<file path="config.mk">
export PLATFORM = sky130hd
export DESIGN_NAME = torus_neighbor_rank_generator_core
export DESIGN_NICKNAME = d
export VERILOG_FILES = /design/src/rtl/tnrg_pkg.sv /design/src/rtl/tnrg_front.sv /design/src/rtl/tnrg_fifo.sv /design/src/rtl/tnrg_back.sv /design/src/rtl/torus_neighbor_rank_generator_core.sv
export VERILOG_INCLUDE_DIRS = /design/src /design/src/rtl
export SDC_FILE = /design/constraint.sdc
export NUM_CORES = 1
export LEC_CHECK = 0
export BUFFER_PORTS_ARGS = -buffer_cell sky130_fd_sc_hd__buf_2
export CORE_ASPECT_RATIO = 1.25
export CORE_MARGIN = 2
export CORE_UTILIZATION = 55
export CTS_BUF_LIST = sky130_fd_sc_hd__clkbuf_8
export DETAILED_ROUTE_END_ITERATION = 7
export PLACE_DENSITY = 0.68
export RECOVER_POWER = 50
export SLEW_MARGIN = 20
export SYNTH_ARGS = -nofsm -noshare
export SYNTH_HDL_FRONTEND = slang
export SYNTH_SLANG_ARGS = --single-unit
</file>
<file path="constraint.sdc">
create_clock -name clock -period 43.4 [get_ports clock]
set_input_delay 4.34 -clock clock [delete_from_list [all_inputs] [get_ports clock]]
set_output_delay 4.34 -clock clock [all_outputs]
set_load 0.01 [all_outputs]
</file>
<file path="src/rtl/torus_neighbor_rank_generator_core_defines.svh">
// Assertion macros for the torus neighbor rank generator.
// Define NO_ASSERTIONS to compile them out; no other dependencies.
`ifndef TORUS_NEIGHBOR_RANK_GENERATOR_CORE_DEFINES_SVH
`define TORUS_NEIGHBOR_RANK_GENERATOR_CORE_DEFINES_SVH

`ifndef NO_ASSERTIONS
`define TNRG_ASSERT_IMP(label, clk, rst, pre, post, msg) \
   label: assert property (@(posedge clk) disable iff (rst) (pre) |-> (post)) \
      else $error(msg);
`define TNRG_ASSERT_NXT(label, clk, rst, pre, post, msg) \
   label: assert property (@(posedge clk) disable iff (rst) (pre) |=> (post)) \
      else $error(msg);
`else
`define TNRG_ASSERT_IMP(label, clk, rst, pre, post, msg)
`define TNRG_ASSERT_NXT(label, clk, rst, pre, post, msg)
`endif

`endif

</file>
<file path="src/rtl/tnrg_pkg.sv">
// Shared constants and types for the torus neighbor rank generator.
// No dependencies.
`timescale 1ns / 1ps
`default_nettype none

package tnrg_pkg;

   localparam int RANK_W     = 16;  // node and neighbor rank width
   localparam int DIM_W      = 3;   // dim_count register width
   localparam int SIDE_REG_W = 5;   // side_len register width
   localparam int SLOT_W     = 3;   // neighbor slot width
   localparam int CSR_IDX_W  = 2;
   localparam int CSR_DATA_W = 8;
   localparam int HALF_STEPS = RANK_W / 2;  // quotient bits per divider cycle

   localparam logic [DIM_W-1:0]      DIM_RESET  = 3'd2;
   localparam logic [SIDE_REG_W-1:0] SIDE_RESET = 5'd4;

   typedef enum logic [CSR_IDX_W-1:0] {
      CSR_DIM_COUNT = 2'd0,
      CSR_SIDE_LEN  = 2'd1
   } csr_index_type;

endpackage

`default_nettype wire

</file>
<file path="src/rtl/tnrg_front.sv">
// Front end: accepts a node rank and splits it into mixed-radix digits with an
// eight-bit-per-cycle restoring divider; pushes digits and weights to the queue, waiting while it is full.
// Depends on tnrg_pkg.
`timescale 1ns / 1ps
`default_nettype none

module tnrg_front #(
   parameter int MAX_SIDE = 16,
   parameter int MAX_DIMS = 4,
   localparam int DIGIT_W = $clog2(MAX_SIDE),
   localparam int SIDE_W  = DIGIT_W + 1,
   localparam int CW      = $clog2(MAX_DIMS),
   localparam int ENTRY_W = 3 * tnrg_pkg::RANK_W + MAX_DIMS * (DIGIT_W + 2 * tnrg_pkg::RANK_W)
) (
   input  wire                             clock,
   input  wire                             reset,
   input  wire                             start,
   output logic                            busy,
   input  wire  [tnrg_pkg::RANK_W-1:0]     req_node_rank,
   input  wire  [SIDE_W-1:0]               eff_side,
   input  wire  [tnrg_pkg::DIM_W-1:0]      eff_dims,
   input  wire                             q_full,
   output logic                            q_push,
   output logic [ENTRY_W-1:0]              q_wdata
);

   localparam int RW  = tnrg_pkg::RANK_W;
   localparam int SEG = DIGIT_W + 2 * RW;

   logic              act_ff, act_in;
   logic              phase_ff, phase_in;
   logic [CW-1:0]     idx_ff, idx_in;
   logic [RW-1:0]     dq_ff, dq_in;
   logic [SIDE_W-1:0] r_ff, r_in;
   logic [RW-1:0]     rank_ff, rank_in;
   logic [RW-1:0]     w_ff, w_in;
   logic [RW-1:0]     wn_ff, wn_in;

   logic [DIGIT_W-1:0] dig_ff [MAX_DIMS];
   logic [DIGIT_W-1:0] dig_in [MAX_DIMS];
   logic [RW-1:0]      wt_ff  [MAX_DIMS];
   logic [RW-1:0]      wt_in  [MAX_DIMS];
   logic [RW-1:0]      wm_ff  [MAX_DIMS];
   logic [RW-1:0]      wm_in  [MAX_DIMS];

   logic [RW-1:0]     dq_v;
   logic [SIDE_W-1:0] r_v;
   logic [SIDE_W:0]   rx;
   logic [RW-1:0]     wn_mul;
   logic              last_dig;
   logic              advance;
   logic              accept;

   // Eight restoring-division steps on the current half of the dividend.
   always_comb begin
      dq_v = dq_ff;
      r_v  = r_ff;
      rx   = '0;
      for (int i = 0; i < tnrg_pkg::HALF_STEPS; i++) begin
         rx   = {r_v, dq_v[RW-1]};
         dq_v = {dq_v[RW-2:0], 1'b0};
         if (rx >= {1'b0, eff_side}) begin
            rx      = rx - {1'b0, eff_side};
            dq_v[0] = 1'b1;
         end
         r_v = rx[SIDE_W-1:0];
      end
   end

   assign wn_mul   = w_ff * RW'(eff_side);
   assign last_dig = phase_ff && (idx_ff == '0);
   assign q_push   = act_ff && last_dig && !q_full;
   assign advance  = act_ff && (!last_dig || !q_full);
   assign busy     = act_ff && !q_push;
   assign accept   = start && !busy;

   always_comb begin
      act_in   = act_ff;
      phase_in = phase_ff;
      idx_in   = idx_ff;
      dq_in    = dq_ff;
      r_in     = r_ff;
      rank_in  = rank_ff;
      w_in     = w_ff;
      wn_in    = wn_ff;
      dig_in   = dig_ff;
      wt_in    = wt_ff;
      wm_in    = wm_ff;

      if (advance && phase_ff) begin
         dig_in[idx_ff] = DIGIT_W'(r_v);
         wt_in[idx_ff]  = w_ff;
         wm_in[idx_ff]  = wn_ff - w_ff;
      end

      if (accept) begin
         act_in   = 1'b1;
         phase_in = 1'b0;
         idx_in   = CW'(eff_dims - 3'd1);
         dq_in    = req_node_rank;
         r_in     = '0;
         rank_in  = req_node_rank;
         w_in     = RW'(1);
      end else if (advance) begin
         if (!phase_ff) begin
            dq_in    = dq_v;
            r_in     = r_v;
            wn_in    = wn_mul;
            phase_in = 1'b1;
         end else if (last_dig) begin
            act_in = 1'b0;
         end else begin
            // next digit divides the quotient, weight grows by one side
            dq_in    = dq_v;
            r_in     = '0;
            w_in     = wn_ff;
            idx_in   = idx_ff - 1'b1;
            phase_in = 1'b0;
         end
      end
   end

   // Entry: rank, final quotient, side^dims, then digit/weight/weight*(side-1).
   always_comb begin
      q_wdata = '0;
      q_wdata[0 +: RW]      = rank_ff;
      q_wdata[RW +: RW]     = dq_v;
      q_wdata[2 * RW +: RW] = wn_ff;
      for (int k = 0; k < MAX_DIMS; k++) begin
         q_wdata[3 * RW + k * SEG +: DIGIT_W]                = dig_in[k];
         q_wdata[3 * RW + k * SEG + DIGIT_W +: RW]           = wt_in[k];
         q_wdata[3 * RW + k * SEG + DIGIT_W + RW +: RW]      = wm_in[k];
      end
   end

   always_ff @(posedge clock) begin
      if (reset) begin
         act_ff   <= 1'b0;
         phase_ff <= 1'b0;
      end else begin
         act_ff   <= act_in;
         phase_ff <= phase_in;
      end
   end

   always_ff @(posedge clock) begin
      idx_ff  <= idx_in;
      dq_ff   <= dq_in;
      r_ff    <= r_in;
      rank_ff <= rank_in;
      w_ff    <= w_in;
      wn_ff   <= wn_in;
      dig_ff  <= dig_in;
      wt_ff   <= wt_in;
      wm_ff   <= wm_in;
   end

endmodule

`default_nettype wire

</file>
<file path="src/rtl/tnrg_fifo.sv">
// Two-entry queue between the digit front end and the neighbor emitter.
// Depends on nothing outside this file.
`timescale 1ns / 1ps
`default_nettype none

module tnrg_fifo #(
   parameter int W = 8
) (
   input  wire          clock,
   input  wire          reset,
   input  wire          push,
   input  wire  [W-1:0] wdata,
   input  wire          pop,
   output logic [W-1:0] rdata,
   output logic         full,
   output logic         empty
);

   logic [W-1:0] mem_ff [2];
   logic         wr_ptr_ff, wr_ptr_in;
   logic         rd_ptr_ff, rd_ptr_in;
   logic [1:0]   cnt_ff, cnt_in;

   assign full  = (cnt_ff == 2'd2);
   assign empty = (cnt_ff == 2'd0);
   assign rdata = mem_ff[rd_ptr_ff];

   always_comb begin
      wr_ptr_in = push ? !wr_ptr_ff : wr_ptr_ff;
      rd_ptr_in = pop ? !rd_ptr_ff : rd_ptr_ff;
      cnt_in    = cnt_ff + {1'b0, push} - {1'b0, pop};
   end

   always_ff @(posedge clock) begin
      if (reset) begin
         wr_ptr_ff <= 1'b0;
         rd_ptr_ff <= 1'b0;
         cnt_ff    <= 2'd0;
      end else begin
         wr_ptr_ff <= wr_ptr_in;
         rd_ptr_ff <= rd_ptr_in;
         cnt_ff    <= cnt_in;
      end
   end

   always_ff @(posedge clock) begin
      if (push) begin
         mem_ff[wr_ptr_ff] <= wdata;
      end
   end

endmodule

`default_nettype wire

</file>
<file path="src/rtl/tnrg_back.sv">
// Back end: pops one digit entry, rebuilds the node rank and emits one neighbor
// rank per cycle through an output register. Depends on tnrg_pkg and the defines.
`timescale 1ns / 1ps
`default_nettype none
`include "torus_neighbor_rank_generator_core_defines.svh"

module tnrg_back #(
   parameter int MAX_SIDE = 16,
   parameter int MAX_DIMS = 4,
   localparam int DIGIT_W = $clog2(MAX_SIDE),
   localparam int SIDE_W  = DIGIT_W + 1,
   localparam int CW      = $clog2(MAX_DIMS),
   localparam int ENTRY_W = 3 * tnrg_pkg::RANK_W + MAX_DIMS * (DIGIT_W + 2 * tnrg_pkg::RANK_W)
) (
   input  wire                             clock,
   input  wire                             reset,
   input  wire  [SIDE_W-1:0]               eff_side,
   input  wire  [tnrg_pkg::DIM_W-1:0]      eff_dims,
   input  wire                             q_empty,
   input  wire  [ENTRY_W-1:0]              q_rdata,
   output logic                            q_pop,
   output logic                            rsp_valid,
   output logic [tnrg_pkg::SLOT_W-1:0]     rsp_neighbor_slot,
   output logic [tnrg_pkg::RANK_W-1:0]     rsp_neighbor_rank,
   output logic                            rsp_last
);

   localparam int RW  = tnrg_pkg::RANK_W;
   localparam int SEG = DIGIT_W + 2 * RW;
   localparam int SW  = tnrg_pkg::SLOT_W;

   logic               it_valid_ff, it_valid_in;
   logic [SW-1:0]      slot_ff, slot_in;
   logic [RW-1:0]      base_ff, base_in;
   logic [DIGIT_W-1:0] dig_ff [MAX_DIMS];
   logic [DIGIT_W-1:0] dig_in [MAX_DIMS];
   logic [RW-1:0]      wt_ff  [MAX_DIMS];
   logic [RW-1:0]      wt_in  [MAX_DIMS];
   logic [RW-1:0]      wm_ff  [MAX_DIMS];
   logic [RW-1:0]      wm_in  [MAX_DIMS];

   logic          rsp_valid_ff, rsp_valid_in;
   logic [SW-1:0] rsp_slot_ff, rsp_slot_in;
   logic [RW-1:0] rsp_rank_ff, rsp_rank_in;
   logic          rsp_last_ff, rsp_last_in;

   logic [RW-1:0]             h_rank, h_q, h_wt, base_pop;
   logic [tnrg_pkg::DIM_W:0]  two_d;
   logic [SW-1:0]             last_slot;
   logic                      is_last;
   logic [CW-1:0]             coord;
   logic [DIGIT_W-1:0]        d_cur;
   logic [RW-1:0]             w_cur, wm_cur, nbr;

   assign h_rank   = q_rdata[0 +: RW];
   assign h_q      = q_rdata[RW +: RW];
   assign h_wt     = q_rdata[2 * RW +: RW];
   // rank = q * side^dims + base, all modulo 2^16
   assign base_pop = h_rank - h_q * h_wt;

   assign two_d     = {eff_dims, 1'b0};
   assign last_slot = SW'(two_d - 1'b1);
   assign is_last   = (slot_ff == last_slot);
   assign q_pop     = !q_empty && (!it_valid_ff || is_last);

   assign coord  = slot_ff[CW:1];
   assign d_cur  = dig_ff[coord];
   assign w_cur  = wt_ff[coord];
   assign wm_cur = wm_ff[coord];

   // Minus wraps from digit zero to side-1, plus wraps from side-1 to zero.
   always_comb begin
      if (!slot_ff[0]) begin
         nbr = (d_cur == '0) ? base_ff + wm_cur : base_ff - w_cur;
      end else begin
         nbr = ({1'b0, d_cur} == eff_side - 1'b1) ? base_ff - wm_cur : base_ff + w_cur;
      end
   end

   always_comb begin
      it_valid_in = it_valid_ff;
      slot_in     = slot_ff;
      base_in     = base_ff;
      dig_in      = dig_ff;
      wt_in       = wt_ff;
      wm_in       = wm_ff;

      rsp_valid_in = it_valid_ff;
      rsp_slot_in  = slot_ff;
      rsp_rank_in  = nbr;
      rsp_last_in  = is_last;

      if (q_pop) begin
         it_valid_in = 1'b1;
         slot_in     = '0;
         base_in     = base_pop;
         for (int k = 0; k < MAX_DIMS; k++) begin
            dig_in[k] = q_rdata[3 * RW + k * SEG +: DIGIT_W];
            wt_in[k]  = q_rdata[3 * RW + k * SEG + DIGIT_W +: RW];
            wm_in[k]  = q_rdata[3 * RW + k * SEG + DIGIT_W + RW +: RW];
         end
      end else if (it_valid_ff) begin
         if (is_last) begin
            it_valid_in = 1'b0;
         end else begin
            slot_in = slot_ff + 1'b1;
         end
      end
   end

   always_ff @(posedge clock) begin
      if (reset) begin
         it_valid_ff  <= 1'b0;
         slot_ff      <= '0;
         rsp_valid_ff <= 1'b0;
      end else begin
         it_valid_ff  <= it_valid_in;
         slot_ff      <= slot_in;
         rsp_valid_ff <= rsp_valid_in;
      end
   end

   always_ff @(posedge clock) begin
      base_ff     <= base_in;
      dig_ff      <= dig_in;
      wt_ff       <= wt_in;
      wm_ff       <= wm_in;
      rsp_slot_ff <= rsp_slot_in;
      rsp_rank_ff <= rsp_rank_in;
      rsp_last_ff <= rsp_last_in;
   end

   assign rsp_valid         = rsp_valid_ff;
   assign rsp_neighbor_slot = rsp_slot_ff;
   assign rsp_neighbor_rank = rsp_rank_ff;
   assign rsp_last          = rsp_last_ff;

   `TNRG_ASSERT_NXT(a_burst_continues, clock, reset, rsp_valid && !rsp_last, rsp_valid && (rsp_neighbor_slot == SW'($past(rsp_neighbor_slot) + 1'b1)), "neighbor burst broken")
   `TNRG_ASSERT_NXT(a_next_node_starts, clock, reset, rsp_valid && rsp_last, !rsp_valid || (rsp_neighbor_slot == '0), "new node does not start at slot zero")
   `TNRG_ASSERT_IMP(a_last_on_plus, clock, reset, rsp_valid && !rsp_neighbor_slot[0], !rsp_last, "last flagged on a minus neighbor")

endmodule

`default_nettype wire

</file>
<file path="src/rtl/torus_neighbor_rank_generator_core.sv">
// A node's first neighbor reaches the rsp ports via the digit divider, the two-entry
// queue and the emitter's registers; the rest follow one per cycle, 2*D in all
// (D = effective dimension count). A new node is taken as the last is pushed; node rate
// is set by the eight-quotient-bit-per-cycle divider and the one-per-cycle emitter.
// The receiver cannot stall; results are strobed on rsp_valid for one cycle.
// Reset is synchronous: config returns to 2 dimensions, side 4, work in flight is dropped.
`timescale 1ns / 1ps
`default_nettype none

module torus_neighbor_rank_generator_core #(
   parameter int MAX_SIDE = 16,
   parameter int MAX_DIMS = 4
) (
   input  wire                                clock,
   input  wire                                reset,
   input  wire                                start,
   output logic                               busy,
   input  wire  [tnrg_pkg::RANK_W-1:0]        req_node_rank,
   output logic                               rsp_valid,
   output logic [tnrg_pkg::SLOT_W-1:0]        rsp_neighbor_slot,
   output logic [tnrg_pkg::RANK_W-1:0]        rsp_neighbor_rank,
   output logic                               rsp_last,
   input  wire                                csr_valid,
   output logic                               csr_ready,
   input  wire  [tnrg_pkg::CSR_IDX_W-1:0]     csr_index,
   input  wire  [tnrg_pkg::CSR_DATA_W-1:0]    csr_wdata
);

   localparam int DIGIT_W = $clog2(MAX_SIDE);
   localparam int SIDE_W  = DIGIT_W + 1;
   localparam int ENTRY_W = 3 * tnrg_pkg::RANK_W + MAX_DIMS * (DIGIT_W + 2 * tnrg_pkg::RANK_W);

   logic [tnrg_pkg::DIM_W-1:0]      dims_ff, dims_in;
   logic [tnrg_pkg::SIDE_REG_W-1:0] side_ff, side_in;
   logic [tnrg_pkg::DIM_W-1:0]      eff_dims;
   logic [SIDE_W-1:0]               eff_side;

   logic               q_push, q_pop, q_full, q_empty;
   logic [ENTRY_W-1:0] q_wdata, q_rdata;

   assign csr_ready = 1'b1;

   always_comb begin
      dims_in = dims_ff;
      side_in = side_ff;
      if (csr_valid) begin
         case (csr_index)
            tnrg_pkg::CSR_DIM_COUNT: dims_in = csr_wdata[tnrg_pkg::DIM_W-1:0];
            tnrg_pkg::CSR_SIDE_LEN:  side_in = csr_wdata[tnrg_pkg::SIDE_REG_W-1:0];
            default: ;  // drop writes beyond the register list
         endcase
      end
   end

   always_ff @(posedge clock) begin
      if (reset) begin
         dims_ff <= tnrg_pkg::DIM_RESET;
         side_ff <= tnrg_pkg::SIDE_RESET;
      end else begin
         dims_ff <= dims_in;
         side_ff <= side_in;
      end
   end

   // Clamp the raw registers into the supported range.
   always_comb begin
      if (dims_ff < 3'd2) begin
         eff_dims = 3'd2;
      end else if (32'(dims_ff) > MAX_DIMS) begin
         eff_dims = tnrg_pkg::DIM_W'(MAX_DIMS);
      end else begin
         eff_dims = dims_ff;
      end

      if (side_ff == '0) begin
         eff_side = SIDE_W'(1);
      end else if (32'(side_ff) > MAX_SIDE) begin
         eff_side = SIDE_W'(MAX_SIDE);
      end else begin
         eff_side = SIDE_W'(side_ff);
      end
   end

   tnrg_front #(
      .MAX_SIDE (MAX_SIDE),
      .MAX_DIMS (MAX_DIMS)
   ) u_front (
      .clock         (clock),
      .reset         (reset),
      .start         (start),
      .busy          (busy),
      .req_node_rank (req_node_rank),
      .eff_side      (eff_side),
      .eff_dims      (eff_dims),
      .q_full        (q_full),
      .q_push        (q_push),
      .q_wdata       (q_wdata)
   );

   tnrg_fifo #(
      .W (ENTRY_W)
   ) u_fifo (
      .clock (clock),
      .reset (reset),
      .push  (q_push),
      .wdata (q_wdata),
      .pop   (q_pop),
      .rdata (q_rdata),
      .full  (q_full),
      .empty (q_empty)
   );

   tnrg_back #(
      .MAX_SIDE (MAX_SIDE),
      .MAX_DIMS (MAX_DIMS)
   ) u_back (
      .clock             (clock),
      .reset             (reset),
      .eff_side          (eff_side),
      .eff_dims          (eff_dims),
      .q_empty           (q_empty),
      .q_rdata           (q_rdata),
      .q_pop             (q_pop),
      .rsp_valid         (rsp_valid),
      .rsp_neighbor_slot (rsp_neighbor_slot),
      .rsp_neighbor_rank (rsp_neighbor_rank),
      .rsp_last          (rsp_last)
   );

endmodule

`default_nettype wire

</file>
After elaboration in Yosys (flattened, before gate mapping)
Memories as Yosys holds them, arrays and structs flattened. A register that Yosys moved wholly into a read port is not among the register bits.
Index checks and enable logic that the tools add are counted.
- bits in registers: 414
- RAM bits: 384
- input port bits: 30
- output and inout bits: 23
- word-level logic and storage cells: 198
- memories kept: 1
- $add $sub $neg: 21
- $mul: 2
- magnitude comparators: 14
- equal/unequal tests: 7
- multiplexer cells: 65
- bitwise gates (word level): 6
- reduce and logical (&&, ||, !) cells: 38
- memory list (memory ; depth ; width ; read ports ; clocked after Yosys merged registers in ; wr ports ; RTL line ; source):
    u_fifo.mem_ff ; 2 ; 192 ; 1 ; 1 ; 1 ; tnrg_fifo.sv:19 ; logic [W-1:0] mem_ff [2];
- operators with widths (kind ; count):
    $mux 16 ; 13
    $bwmux 64 ; 2
    $mux 64 ; 2
    $bmux 16 s2 ; 2
    $sub 16x16->16 ; 4
    $mux 5 ; 12
    $ge 6x5->1 ; 8
    $sub 5x5->5 ; 8
    $add 16x16->16 ; 2
    $demux 16 s2 ; 1
    $mux 1 ; 21
    $bwmux 16 ; 1
    $mul 16x16->16 ; 1
    $mul 16x5->16 ; 1
    $mux 2 ; 6
    $mux 4 ; 3
    $reduce_and 3->1 ; 4
    $reduce_and 2->1 ; 5
    $logic_and 1x1->1 ; 9
    $bmux 4 s2 ; 1
    $demux 4 s2 ; 1
    $logic_not 1->1 ; 8
    $ge 3x3->1 const B ; 2
    $logic_not 2->1 ; 3
    other kinds (23) ; 33

Logic depth before layout (Yosys ltp)
Gate-level depths: netlist of run 1.
- depth after elaboration: 23
- gate-level depth with buffers: 74
- gate-level depth less buffers: 72

Cells and area by module
From an unflattened synthesis of run 1, not the netlist that was laid out.
- cell total of the unflattened synthesis: 3009
- area total of the unflattened synthesis: 38966.1 um^2
- modules (own cells, without submodules) (module ; instances ; cells each ; area each (um^2)):
    tnrg_fifo ; 1 ; 618 ; 14139.8
    tnrg_back ; 1 ; 1049 ; 12761.0
    tnrg_front ; 1 ; 1295 ; 11647.4
    torus_neighbor_rank_generator_core ; 1 ; 47 ; 417.9

Worst setup path before layout of run 1
Ideal clock, no wire load.
- kind: register to register
- start: register side_ff[4] (netlist name)
- end: memory u_fifo.mem_ff[0][51] (netlist name), data pin
- arrival time: 14.632 ns
- path slack: 28.482 ns
- stages on the path, launching flop included: 74
- buffers on the path: 4
- period minus slack after synthesis: 14.918 ns
- cell sequence: dfxtp_1 > clkbuf_1 > nor2b_1 > inv_1 > clkbuf_1 > ha_1 > a311oi_2 > and2_1 > buf_2 > mux2i_1 > fa_1 > a21o_1 > a31oi_1 > o21ai_0 > a211oi_4 > mux2_2 > ha_1 > a21o_1 > [... 38 more ...] > nor2b_1 > o21ai_0 > nand2b_1 > a221o_1 > a211oi_2 > inv_2 > nor2_1 > a21oi_1 > fa_1 > a21oi_1 > nor2b_1 > o21ai_0 > nand2b_1 > a21oi_1 > o221ai_1 > mux2_4 > a221oi_2 > o21ai_0
- word-level cells in the longest chain between the ends: 21
- elaborated cells between the ends (all ways): 30
- RTL lines (element ; RTL line ; source):
    start: declaration ; torus_neighbor_rank_generator_core.sv:34 ; logic [tnrg_pkg::SIDE_REG_W-1:0] side_ff, side_in;
    start signal: assignment ; torus_neighbor_rank_generator_core.sv:58 ; side_ff <= tnrg_pkg::SIDE_RESET;
    start signal: assignment ; torus_neighbor_rank_generator_core.sv:61 ; side_ff <= side_in;
    $gt 5x5->1 ; torus_neighbor_rank_generator_core.sv:77 ; end else if (32'(side_ff) > MAX_SIDE) begin
    $mux 5 ; torus_neighbor_rank_generator_core.sv:77 ;
    $mux 5 (*) ; torus_neighbor_rank_generator_core.sv:75 ; if (side_ff == '0) begin
    $sub 5x5->5 or $ge 6x5->1 (tied branches) ; tnrg_front.sv:63, tnrg_front.sv:62 ;
    $mux 5 ; tnrg_front.sv:62 ; if (rx >= {1'b0, eff_side}) begin
    $sub 5x5->5 or $ge 6x5->1 (tied branches) ; tnrg_front.sv:63, tnrg_front.sv:62 ;
    $mux 5 ; tnrg_front.sv:62 ;
    $sub 5x5->5 or $ge 6x5->1 (tied branches) ; tnrg_front.sv:63, tnrg_front.sv:62 ;
    [... 6 more ...] ; - ;
    $mux 5 ; tnrg_front.sv:62 ;
    $sub 5x5->5 or $ge 6x5->1 (tied branches) ; tnrg_front.sv:63, tnrg_front.sv:62 ;
    $mux 5 ; tnrg_front.sv:62 ;
    $sub 5x5->5 or $ge 6x5->1 (tied branches) ; tnrg_front.sv:63, tnrg_front.sv:62 ;
    $mux 5 (*) ; tnrg_front.sv:62 ;
    $bwmux 16 (*) ; tnrg_front.sv:91 ; dig_in[idx_ff] = DIGIT_W'(r_v);
    $mux 16 (*) ; tnrg_front.sv:90 ; if (advance && phase_ff) begin
    named net q_wdata[51] ; torus_neighbor_rank_generator_core.sv:39 ; logic [ENTRY_W-1:0] q_wdata, q_rdata;
    end: declaration ; tnrg_fifo.sv:19 ;
The timed path passes the listed nets; every way through them passes the cells marked *.

Final worst setup path of run 1
- start: register side_ff[4] (netlist name)
- end: memory u_fifo.mem_ff[1][51] (netlist name), data pin
The elaborated chain is that of the path after synthesis.

==> flow_metrics.env, run 1 <==
export IMPL_die_w_um=239
export IMPL_grt_setup_unrepaired="no"
export IMPL_dieArea_um2=70900
export IMPL_cts_sinks=799
export IMPL_synth_nets=3206
export IMPL_syn_to_final_growth_pct=9.40
export IMPL_ys_flop_type="edfxtp_1"
export IMPL_std_cell_rows=107
export IMPL_cp_end_kind="flop"
export IMPL_grt_usage_pct=22.4
export IMPL_critPathTopFamily="compound AO/OA/AOI/OAI gates"
export IMPL_setup_viol=0
export IMPL_cts_hold_fix_buffers=0
export IMPL_worst_path_buf_inv=7
export IMPL_viasPerCell=5.55
export IMPL_core_um2=68100
export IMPL_finalSetupTns_ns=0
export IMPL_synthSimpleGateAreaFrac_pct=7.43
export IMPL_finalMaxSlewViolations=793
export IMPL_start_util_pct=55.5
export IMPL_grt_pass1_wl_mm=123
export IMPL_crit_type="flop to flop"
export IMPL_fin_nets=3306
export IMPL_yosys_area_share_xor_xnor_pct=3.40
export IMPL_h_tree_depth=3
export IMPL_max_freq_ghz=0.0546
export IMPL_synth_top_cell_area_share_pct=47.1
export IMPL_tightest_slew_ns=4.36
export IMPL_finalCriticalPeriod_ns=18.30
export IMPL_dr_total_vias=22000
export IMPL_cp_max_fo=18
export IMPL_wirelength_mm=78.0
export IMPL_clock_latency_ns=0.76
export IMPL_cts_buffer_depth=3
export IMPL_hold_violations=0
export IMPL_drc=0
export IMPL_wl_per_cell_um=19.7
export IMPL_critical_path_slowest_cell="nor2b_1"
export IMPL_grtUsageMet1_pct=28.0
export IMPL_layout_drive_gt1_share_pct=15.1
export IMPL_avgSynthCellArea_um2=13.1
export IMPL_synth_top_family_by_area="adder cells"
export IMPL_post_cts_resized=0
export IMPL_place_congestion=0.863
export IMPL_period_share_pct=42.2
export IMPL_drt_antenna_violating_nets=0
export IMPL_synth_fa_ha_area_share_pct=12.3
export IMPL_clk_pin_slew_ns=0.06
export IMPL_violations="capacitance limit, slew limit"
export IMPL_finalClockSkew_ns=0.0665
export IMPL_grt_max_degree=146
export IMPL_r2r_slack_ns=25.10
export IMPL_numPortBuffers=48
export IMPL_hp_start="u_front.rank_ff[7]"
export IMPL_cp_start_kind="flop"
export IMPL_grt_overflow_total=0
export IMPL_cts_root_buf="clkbuf_8"
export IMPL_grt_pass1_vias=23100
export IMPL_holdPathStages=0
export IMPL_synth_most_common_cell="edfxtp_1"
export IMPL_outcome="complete, but fails checks"
export IMPL_die_y_um=297
export IMPL_yosys_register_bits=799
export IMPL_cpPeakStageDelay_ns=0.76
export IMPL_busiest_layer="met2"
export IMPL_synth_top_cell_by_area="edfxtp_1"
export IMPL_cp_required_ns=43.69
export IMPL_dp_hpwl_mm=51.5
export IMPL_r2r_cells=70
export IMPL_crit_arrival_ns=18.59
export IMPL_synthCells=2890
export IMPL_grt_use_met3_pct=3.43
export IMPL_drt_iter0_markers=1324
export IMPL_synthMuxAreaShare_pct=9.40
export IMPL_cts_tree="yes"
export IMPL_use_met2_pct=39.3
export IMPL_antenna_found_initial=2
export IMPL_first_pass_iters=5
export IMPL_rr_startpoint="side_ff[4]"
export IMPL_ys_warnings_count=0
export IMPL_synth_enable_flop_cells=594
export IMPL_holdCritPathClass="flop to flop"
export IMPL_holdPathEnd="u_fifo.mem_ff[0][7]"
export IMPL_postCtsSetupRepairBufs=0
export IMPL_reg2reg_to="u_fifo.mem_ff[1][51]"
export IMPL_cap_violations=15
export IMPL_ys_seq_area_share_pct=58.0
export IMPL_relSlewSlack_pct=-191
export IMPL_ys_top_cells_by_area="edfxtp_1, dfxtp_1, fa_1, mux2_2, ha_1"
export IMPL_synthArstFlopShare_pct=0
export IMPL_synthTopCellsByCount="edfxtp_1, nand2_1, nor2_1, inv_1, dfxtp_1"
export IMPL_synth_compound_area_share_pct=6.37
export IMPL_synth_area_um2=37800
export IMPL_io_pins=53
export IMPL_cts_buffers=118
export IMPL_synth_cell_types=83
-- cells by family after synthesis --
family,after synthesis
AOI/OAI and AO/OA,406
xor gates and xnor gates,143
adders and majority gates,286
buffers and inverters,314
DFF,799
muxes,283
other,1
and+or+nand+nor,658
-- metal layers --
metal	wire, um	part of all wire (%)
met1	32800	42
met2	39600	51
met3	3250	4.2
met4	2290	2.9
met5	0	0
-- worst max path at each step --
stage,start,to,cells past startpoint
final,side_ff[4],u_fifo.mem_ff[1][51],70
after global routing,side_ff[4],u_fifo.mem_ff[1][51],70
after CTS,side_ff[4],u_fifo.mem_ff[1][51],70
after detailed placement,side_ff[4],u_fifo.mem_ff[0][121],70
after global placement,side_ff[4],u_fifo.mem_ff[0][49],70
after floorplan,side_ff[4],u_fifo.mem_ff[0][51],73
-- layout make-up --
| cell class | instances | area (um^2) |
|---|---|---|
| Clock buffer | 130 | 1790 |
| Antenna cell | 3 | 7.51 |
| Timing Repair Buffer | 80 | 440 |
| Sequential cell | 799 | 21900 |
| Clock inverter | 92 | 557 |
| Multi-Input combinational cell | 1777 | 14800 |
| Tap cell | 872 | 1090 |
| Inverter | 214 | 803 |
| Fill cell | 5315 | 26700 |
-- sequential cells by signal (all words and copies together) (netlist names), 16 cells and up, named ones only --
register	flops
u_front.wt_ff	64
u_front.dig_ff	16
u_front.dq_ff	16
u_front.wn_ff	16
u_back.rsp_neighbor_rank	16
u_back.wt_ff	64
u_front.wm_ff	64
u_back.dig_ff	16
u_fifo.mem_ff	384
u_back.base_ff	16
u_front.w_ff	16
u_back.wm_ff	64
u_front.rank_ff	16
-- metrics by stage --
| step | cell area (um^2) | hold WS [ns] | setup WS, ns | std cells | utilization [%] |
|---|---|---|---|---|---|
| finish | 41400 | 0.438 | 25.10 | 3967 | 60.7 |
| global route | 41400 | 0.458 | 23.40 | 3967 | 60.7 |
| CTS | 41400 | 0.430 | 25.28 | 3964 | 60.8 |
| detailed placement | 39100 | 0.430 | 25.34 | 3742 | 57.4 |
| global placement | 39100 | 0.426 | 25.84 | 3742 | 57.4 |
| floorplan | 37800 | 0.354 | 28.48 | 2890 | - |
-- layout by cell type (no fill, tap or decap), drive strengths merged, types with 18 or more instances in the layout --
master	synthesis	routed
fa	141	141
mux2	182	182
inv	213	269
o21ai	195	195
xnor2	110	110
nor3	25	25
ha	145	145
xor2	31	31
clkinv	1	29
dfxtp	205	205
nand2	319	319
a21o	37	37
nor2b	18	18
clkbuf	82	144
nor2	216	216
edfxtp	594	594
buf	18	66
mux4	36	36
mux2i	65	65
a21oi	94	94
-- worst reg2reg max path, delay by kind of cell (launching register included) --
kind / cells / cell delay [ns]
buffers and inverters: 7 / 1.55
AO/OA/AOI/OAI: 37 / 8.36
AND/OR/NAND/NOR: 13 / 2.58
adder cells (fa/ha/maj): 8 / 3.03
flip-flops: 1 / 0.42
multiplexers: 5 / 1.90
Power of run 1 is left out: the tool's default activity adds up to more than one toggle a clock period on the data nets, which glitch-free logic cannot reach.
==> inputs of run 2 (changes only) <==
==> constraint.sdc (replaced) <==
create_clock -name clock -period 17 [get_ports clock]
set_input_delay 1.7 -clock clock [delete_from_list [all_inputs] [get_ports clock]]
set_output_delay 1.7 -clock clock [all_outputs]
set_load 0.01 [all_outputs]
==> flow_metrics.env, run 2 (synthesized netlist as in run 1, its figures left out) <==
export IMPL_cts_sinks=799
export IMPL_setup_viol=0
export IMPL_grt_pass1_vias=23000
export IMPL_crit_arrival_ns=16.35
export IMPL_drt_iter0_markers=1337
export IMPL_dr_total_vias=22000
export IMPL_finalCriticalPeriod_ns=15.92
export IMPL_largest_reg_flops=384
export IMPL_postPlaceCellArea_um2=39100
export IMPL_hold_violations=0
export IMPL_die_y_um=297
export IMPL_io_pins=53
export IMPL_tightest_slew_ns=3.77
export IMPL_regMostFlops="u_fifo.mem_ff"
export IMPL_cts_buffers=117
export IMPL_cts_tree="yes"
export IMPL_relSlewSlack_pct=-151
export IMPL_core_um2=68100
export IMPL_h_tree_depth=3
export IMPL_first_pass_iters=7
export IMPL_clk_pin_slew_ns=0.06
export IMPL_holdPathStages=0
export IMPL_cts_hold_fix_buffers=0
export IMPL_holdCritPathClass="flop to flop"
export IMPL_cp_required_ns=17.44
export IMPL_cts_buffer_depth=3
export IMPL_std_cell_rows=107
export IMPL_viasPerCell=5.53
export IMPL_grt_usage_pct=23.0
export IMPL_syn_to_final_growth_pct=9.80
export IMPL_die_w_um=239
export IMPL_setup_ws_ns=1.08
export IMPL_wl_per_cell_um=20.1
export IMPL_rr_startpoint="side_ff[3]"
export IMPL_reg2reg_to="u_fifo.mem_ff[0][157]"
export IMPL_grt_overflow_total=0
export IMPL_period_share_pct=93.6
export IMPL_crit_top_cell="a21o_1"
export IMPL_cpPeakStageDelay_ns=0.51
export IMPL_layout_drive_gt1_share_pct=14.8
export IMPL_cts_root_buf="clkbuf_8"
export IMPL_cp_start_kind="flop"
export IMPL_critical_path_slowest_cell="fa_1"
export IMPL_place_worst_setup_slack_ns=0.575
export IMPL_place_congestion=0.875
export IMPL_cap_violations=16
export IMPL_crit_type="flop to flop"
export IMPL_holdPathEnd="u_fifo.mem_ff[1][2]"
export IMPL_finalClockSkew_ns=0.0475
export IMPL_numPortBuffers=48
export IMPL_violations="capacitance limit, slew limit"
export IMPL_drt_antenna_violating_nets=0
export IMPL_postLayoutCellArea_um2=41600
export IMPL_fin_nets=3315
export IMPL_finalMaxSlewViolations=674
export IMPL_clock_latency_ns=0.74
export IMPL_layout_common_cells="edfxtp_1, nand2_1, inv_1"
export IMPL_hp_start="u_front.rank_ff[2]"
export IMPL_cp_end_kind="flop"
export IMPL_max_freq_ghz=0.0628
export IMPL_grt_pass1_wl_mm=125
export IMPL_dp_hpwl_mm=53.1
export IMPL_outcome="complete, but fails checks"
export IMPL_drc=0
export IMPL_grt_max_degree=76
export IMPL_final_common_cell="edfxtp_1"
export IMPL_wirelength_mm=80.0
export IMPL_r2r_cells=74
export IMPL_dieArea_um2=70900
export IMPL_cp_max_fo=13
export IMPL_start_util_pct=55.5
export IMPL_antenna_found_initial=1
export IMPL_r2r_slack_ns=1.08
[run 2: cell types whose count changed in the layout (fill, tap and decap cells not counted), moves of 3 or more]
cell,before,now
mux2_1,11,8
inv_6,2,5
buf_4,17,27
clkbuf_8,130,137
inv_1,261,245
mux2_2,168,171
clkinv_2,13,16
buf_2,48,11
clkbuf_1,14,52
[run 2: worst max path at each step]
stage,slack [ns],startpoint,end
3_3_place_gp,0.94,side_ff[3],u_fifo.mem_ff[0][51]
6_report,1.08,side_ff[3],u_fifo.mem_ff[0][157]
3_5_place_dp,0.58,side_ff[3],u_fifo.mem_ff[1][159]
2_1_floorplan,2.08,side_ff[4],u_fifo.mem_ff[0][51]
5_1_grt,-0.04,side_ff[2],u_fifo.mem_ff[1][49]
4_1_cts,0.49,side_ff[3],u_fifo.mem_ff[0][159]
[run 2: final cells by class]
class                           count  area (um^2)
Fill cell                        5247        26600
Sequential cell                   799        21900
Multi-Input combinational cell   1777        14800
Clock buffer                      137         1890
Tap cell                          872         1090
Inverter                          214          803
Clock inverter                     84          562
Timing Repair Buffer               90          453
Antenna cell                        1         2.50
[run 2: timing repair]
action	in CTS	in global routing
endpoints found under the setup margin	0	56
gates resized for setup	0	14
setup buffers	0	5
[run 2: critical path: cells and delay by family, from the launching register on]
family                     cells  cell delay [ns]
AOI/OAI and AO/OA             38             6.90
adders and majority gates      8             3.50
buffers and inverters         10             1.40
DFF                            1             0.41
muxes                          5             1.43
and+or+nand+nor               13             1.92
[run 2: layer usage]
metal  track usage [%]  wire [um]
met3              3.86       4100
met4              11.2       3300
met5                 0          0
met2              39.2      39900
met1              28.3      32700
[run 2: metrics by stage]
stage	utilization (%)	setup TNS [ns]	std cells	hold WS [ns]
after floorplan	-	0	2890	0.354
after global placement	57.4	0	3746	0.422
after detailed placement	57.4	0	3746	0.433
after CTS	61.0	0	3967	0.422
after global routing	61.0	-0.257	3974	0.444
final	61.0	0	3974	0.428
Power of run 2 is left out for the same reason.
==> inputs of run 3 (changes only) <==
--- a/config.mk
+++ b/config.mk
@@ -13,7 +13,6 @@
 export CTS_BUF_LIST = sky130_fd_sc_hd__clkbuf_8
 export DETAILED_ROUTE_END_ITERATION = 7
 export PLACE_DENSITY = 0.68
-export RECOVER_POWER = 50
 export SLEW_MARGIN = 20
 export SYNTH_ARGS = -nofsm -noshare
 export SYNTH_HDL_FRONTEND = slang
==> flow_metrics.env, run 3 (synthesized netlist as in run 1, its figures left out) <==
export IMPL_drt_iter0_markers=1328
export IMPL_fin_nets=3315
export IMPL_cp_end_kind="flop"
export IMPL_clock_latency_ns=0.74
export IMPL_holdCritPathClass="flop to flop"
export IMPL_crit_arrival_ns=16.36
export IMPL_fillers=5203
export IMPL_die_y_um=297
export IMPL_dr_total_vias=22000
export IMPL_first_pass_iters=8
export IMPL_h_tree_depth=3
export IMPL_antenna_found_initial=1
export IMPL_cp_required_ns=17.44
export IMPL_grt_pass1_vias=23000
export IMPL_whs_ns=0.434
export IMPL_final_common_cell="edfxtp_1"
export IMPL_largest_reg_flops=384
export IMPL_cpPeakStageDelay_ns=0.51
export IMPL_grt_overflow_total=0
export IMPL_critical_path_slowest_cell="fa_1"
export IMPL_cts_hold_fix_buffers=0
export IMPL_cap_violations=0
export IMPL_max_freq_ghz=0.0628
export IMPL_finalMaxSlewViolations=0
export IMPL_place_congestion=0.875
export IMPL_regMostFlops="u_fifo.mem_ff"
export IMPL_syn_to_final_growth_pct=10.2
export IMPL_finalCriticalPeriod_ns=15.92
export IMPL_numPortBuffers=48
export IMPL_hold_violations=0
export IMPL_outcome="complete, but fails checks"
export IMPL_core_um2=68100
export IMPL_crit_top_cell="a21o_1"
export IMPL_cts_sinks=799
export IMPL_crit_type="flop to flop"
export IMPL_period_share_pct=93.7
export IMPL_grt_max_degree=76
export IMPL_die_w_um=239
export IMPL_drc=2
export IMPL_dieArea_um2=70900
export IMPL_cp_start_kind="flop"
export IMPL_postPlaceCellArea_um2=39100
export IMPL_wl_per_cell_um=20.1
export IMPL_relSlewSlack_pct=22.6
export IMPL_grt_pass1_wl_mm=125
export IMPL_grt_usage_pct=23.0
export IMPL_cp_max_fo=13
export IMPL_setup_viol=0
export IMPL_finalSetupTns_ns=0
export IMPL_drt_antenna_violating_nets=0
export IMPL_cts_tree="yes"
export IMPL_cts_root_buf="clkbuf_8"
export IMPL_cts_buffers=117
export IMPL_layout_common_cells="edfxtp_1, nand2_1, inv_1"
export IMPL_io_pins=53
export IMPL_violations="DRC"
export IMPL_std_cell_rows=107
export IMPL_tightest_slew_ns=1.13
export IMPL_viasPerCell=5.53
export IMPL_finalClockSkew_ns=0.0422
export IMPL_start_util_pct=55.5
export IMPL_layout_drive_gt1_share_pct=16.9
export IMPL_multiInputGateArea_um2=14900
export IMPL_postLayoutCellArea_um2=41700
export IMPL_cts_buffer_depth=3
export IMPL_sequential_cell_area_um2=21900
export IMPL_dp_hpwl_mm=53.1
export IMPL_wirelength_mm=79.9
export IMPL_clk_pin_slew_ns=0.06
## run 3: changes by cell type in the layout (fill, tap and decap cells not counted), moves of 8 or more
cell,delta
buf_2,+37
clkbuf_1,-52
buf_4,+14
mux2_1,-8
mux2_2,+8
## run 3: what timing repair did
item / 4_1_cts / 5_1_grt
endpoints found under the setup margin: 0 / 56
setup buffers: 0 / 5
gates resized for setup: 0 / 14
## run 3: path summary, 6_finish.rpt
| check | cells after the start | slack [ns] | to | start |
|---|---|---|---|---|
| min | 0 | 0.43 | u_fifo.mem_ff[1][2] | u_front.rank_ff[2] |
| min reg2reg | 0 | 0.43 | u_fifo.mem_ff[1][2] | u_front.rank_ff[2] |
| max | 74 | 1.08 | u_fifo.mem_ff[1][85] | side_ff[3] |
| max reg2reg | 74 | 1.08 | u_fifo.mem_ff[1][85] | side_ff[3] |
## run 3: final cells by class
| cell class | instances | area share (%) |
|---|---|---|
| repair buffers | 90 | 1.38 |
| clock buffers | 137 | 4.52 |
| well taps | 872 | 2.62 |
| diodes | 1 | 0.00600 |
| multi-input cells | 1777 | 35.6 |
| flip-flops and latches | 799 | 52.6 |
| inverters | 214 | 1.93 |
| clock inverters | 84 | 1.35 |
## run 3: layer usage
| layer | wire [um] | track usage, % | vias to the layer above | share of wire, % |
|---|---|---|---|---|
| met2 | 39900 | 39.2 | 566 | 50 |
| met1 | 32600 | 28.3 | 10800 | 41 |
| li1 | - | - | 10400 | - |
| met3 | 4040 | 3.86 | 173 | 5.1 |
| met5 | 0 | 0 | - | 0 |
| met4 | 3390 | 11.2 | 0 | 4.2 |
## run 3: stage by stage
stage	util, %	cells	setup WS (ns)
3_3_place_gp	57.4	3746	0.938
5_1_grt	61.2	3974	-0.0389
2_1_floorplan	-	2890	2.08
6_report	61.2	3974	1.08
4_1_cts	61.0	3967	0.485
3_5_place_dp	57.4	3746	0.575
## run 3: critical path, delay by kind of cell, from the launching register on
family          cells  cell delay, ns
compound gates     38            6.92
buf+inv            10            1.40
flops               1            0.41
simple gates       13            1.92
fa+ha+maj           8            3.50
mux                 5            1.43
Power of run 3 is left out for the same reason.
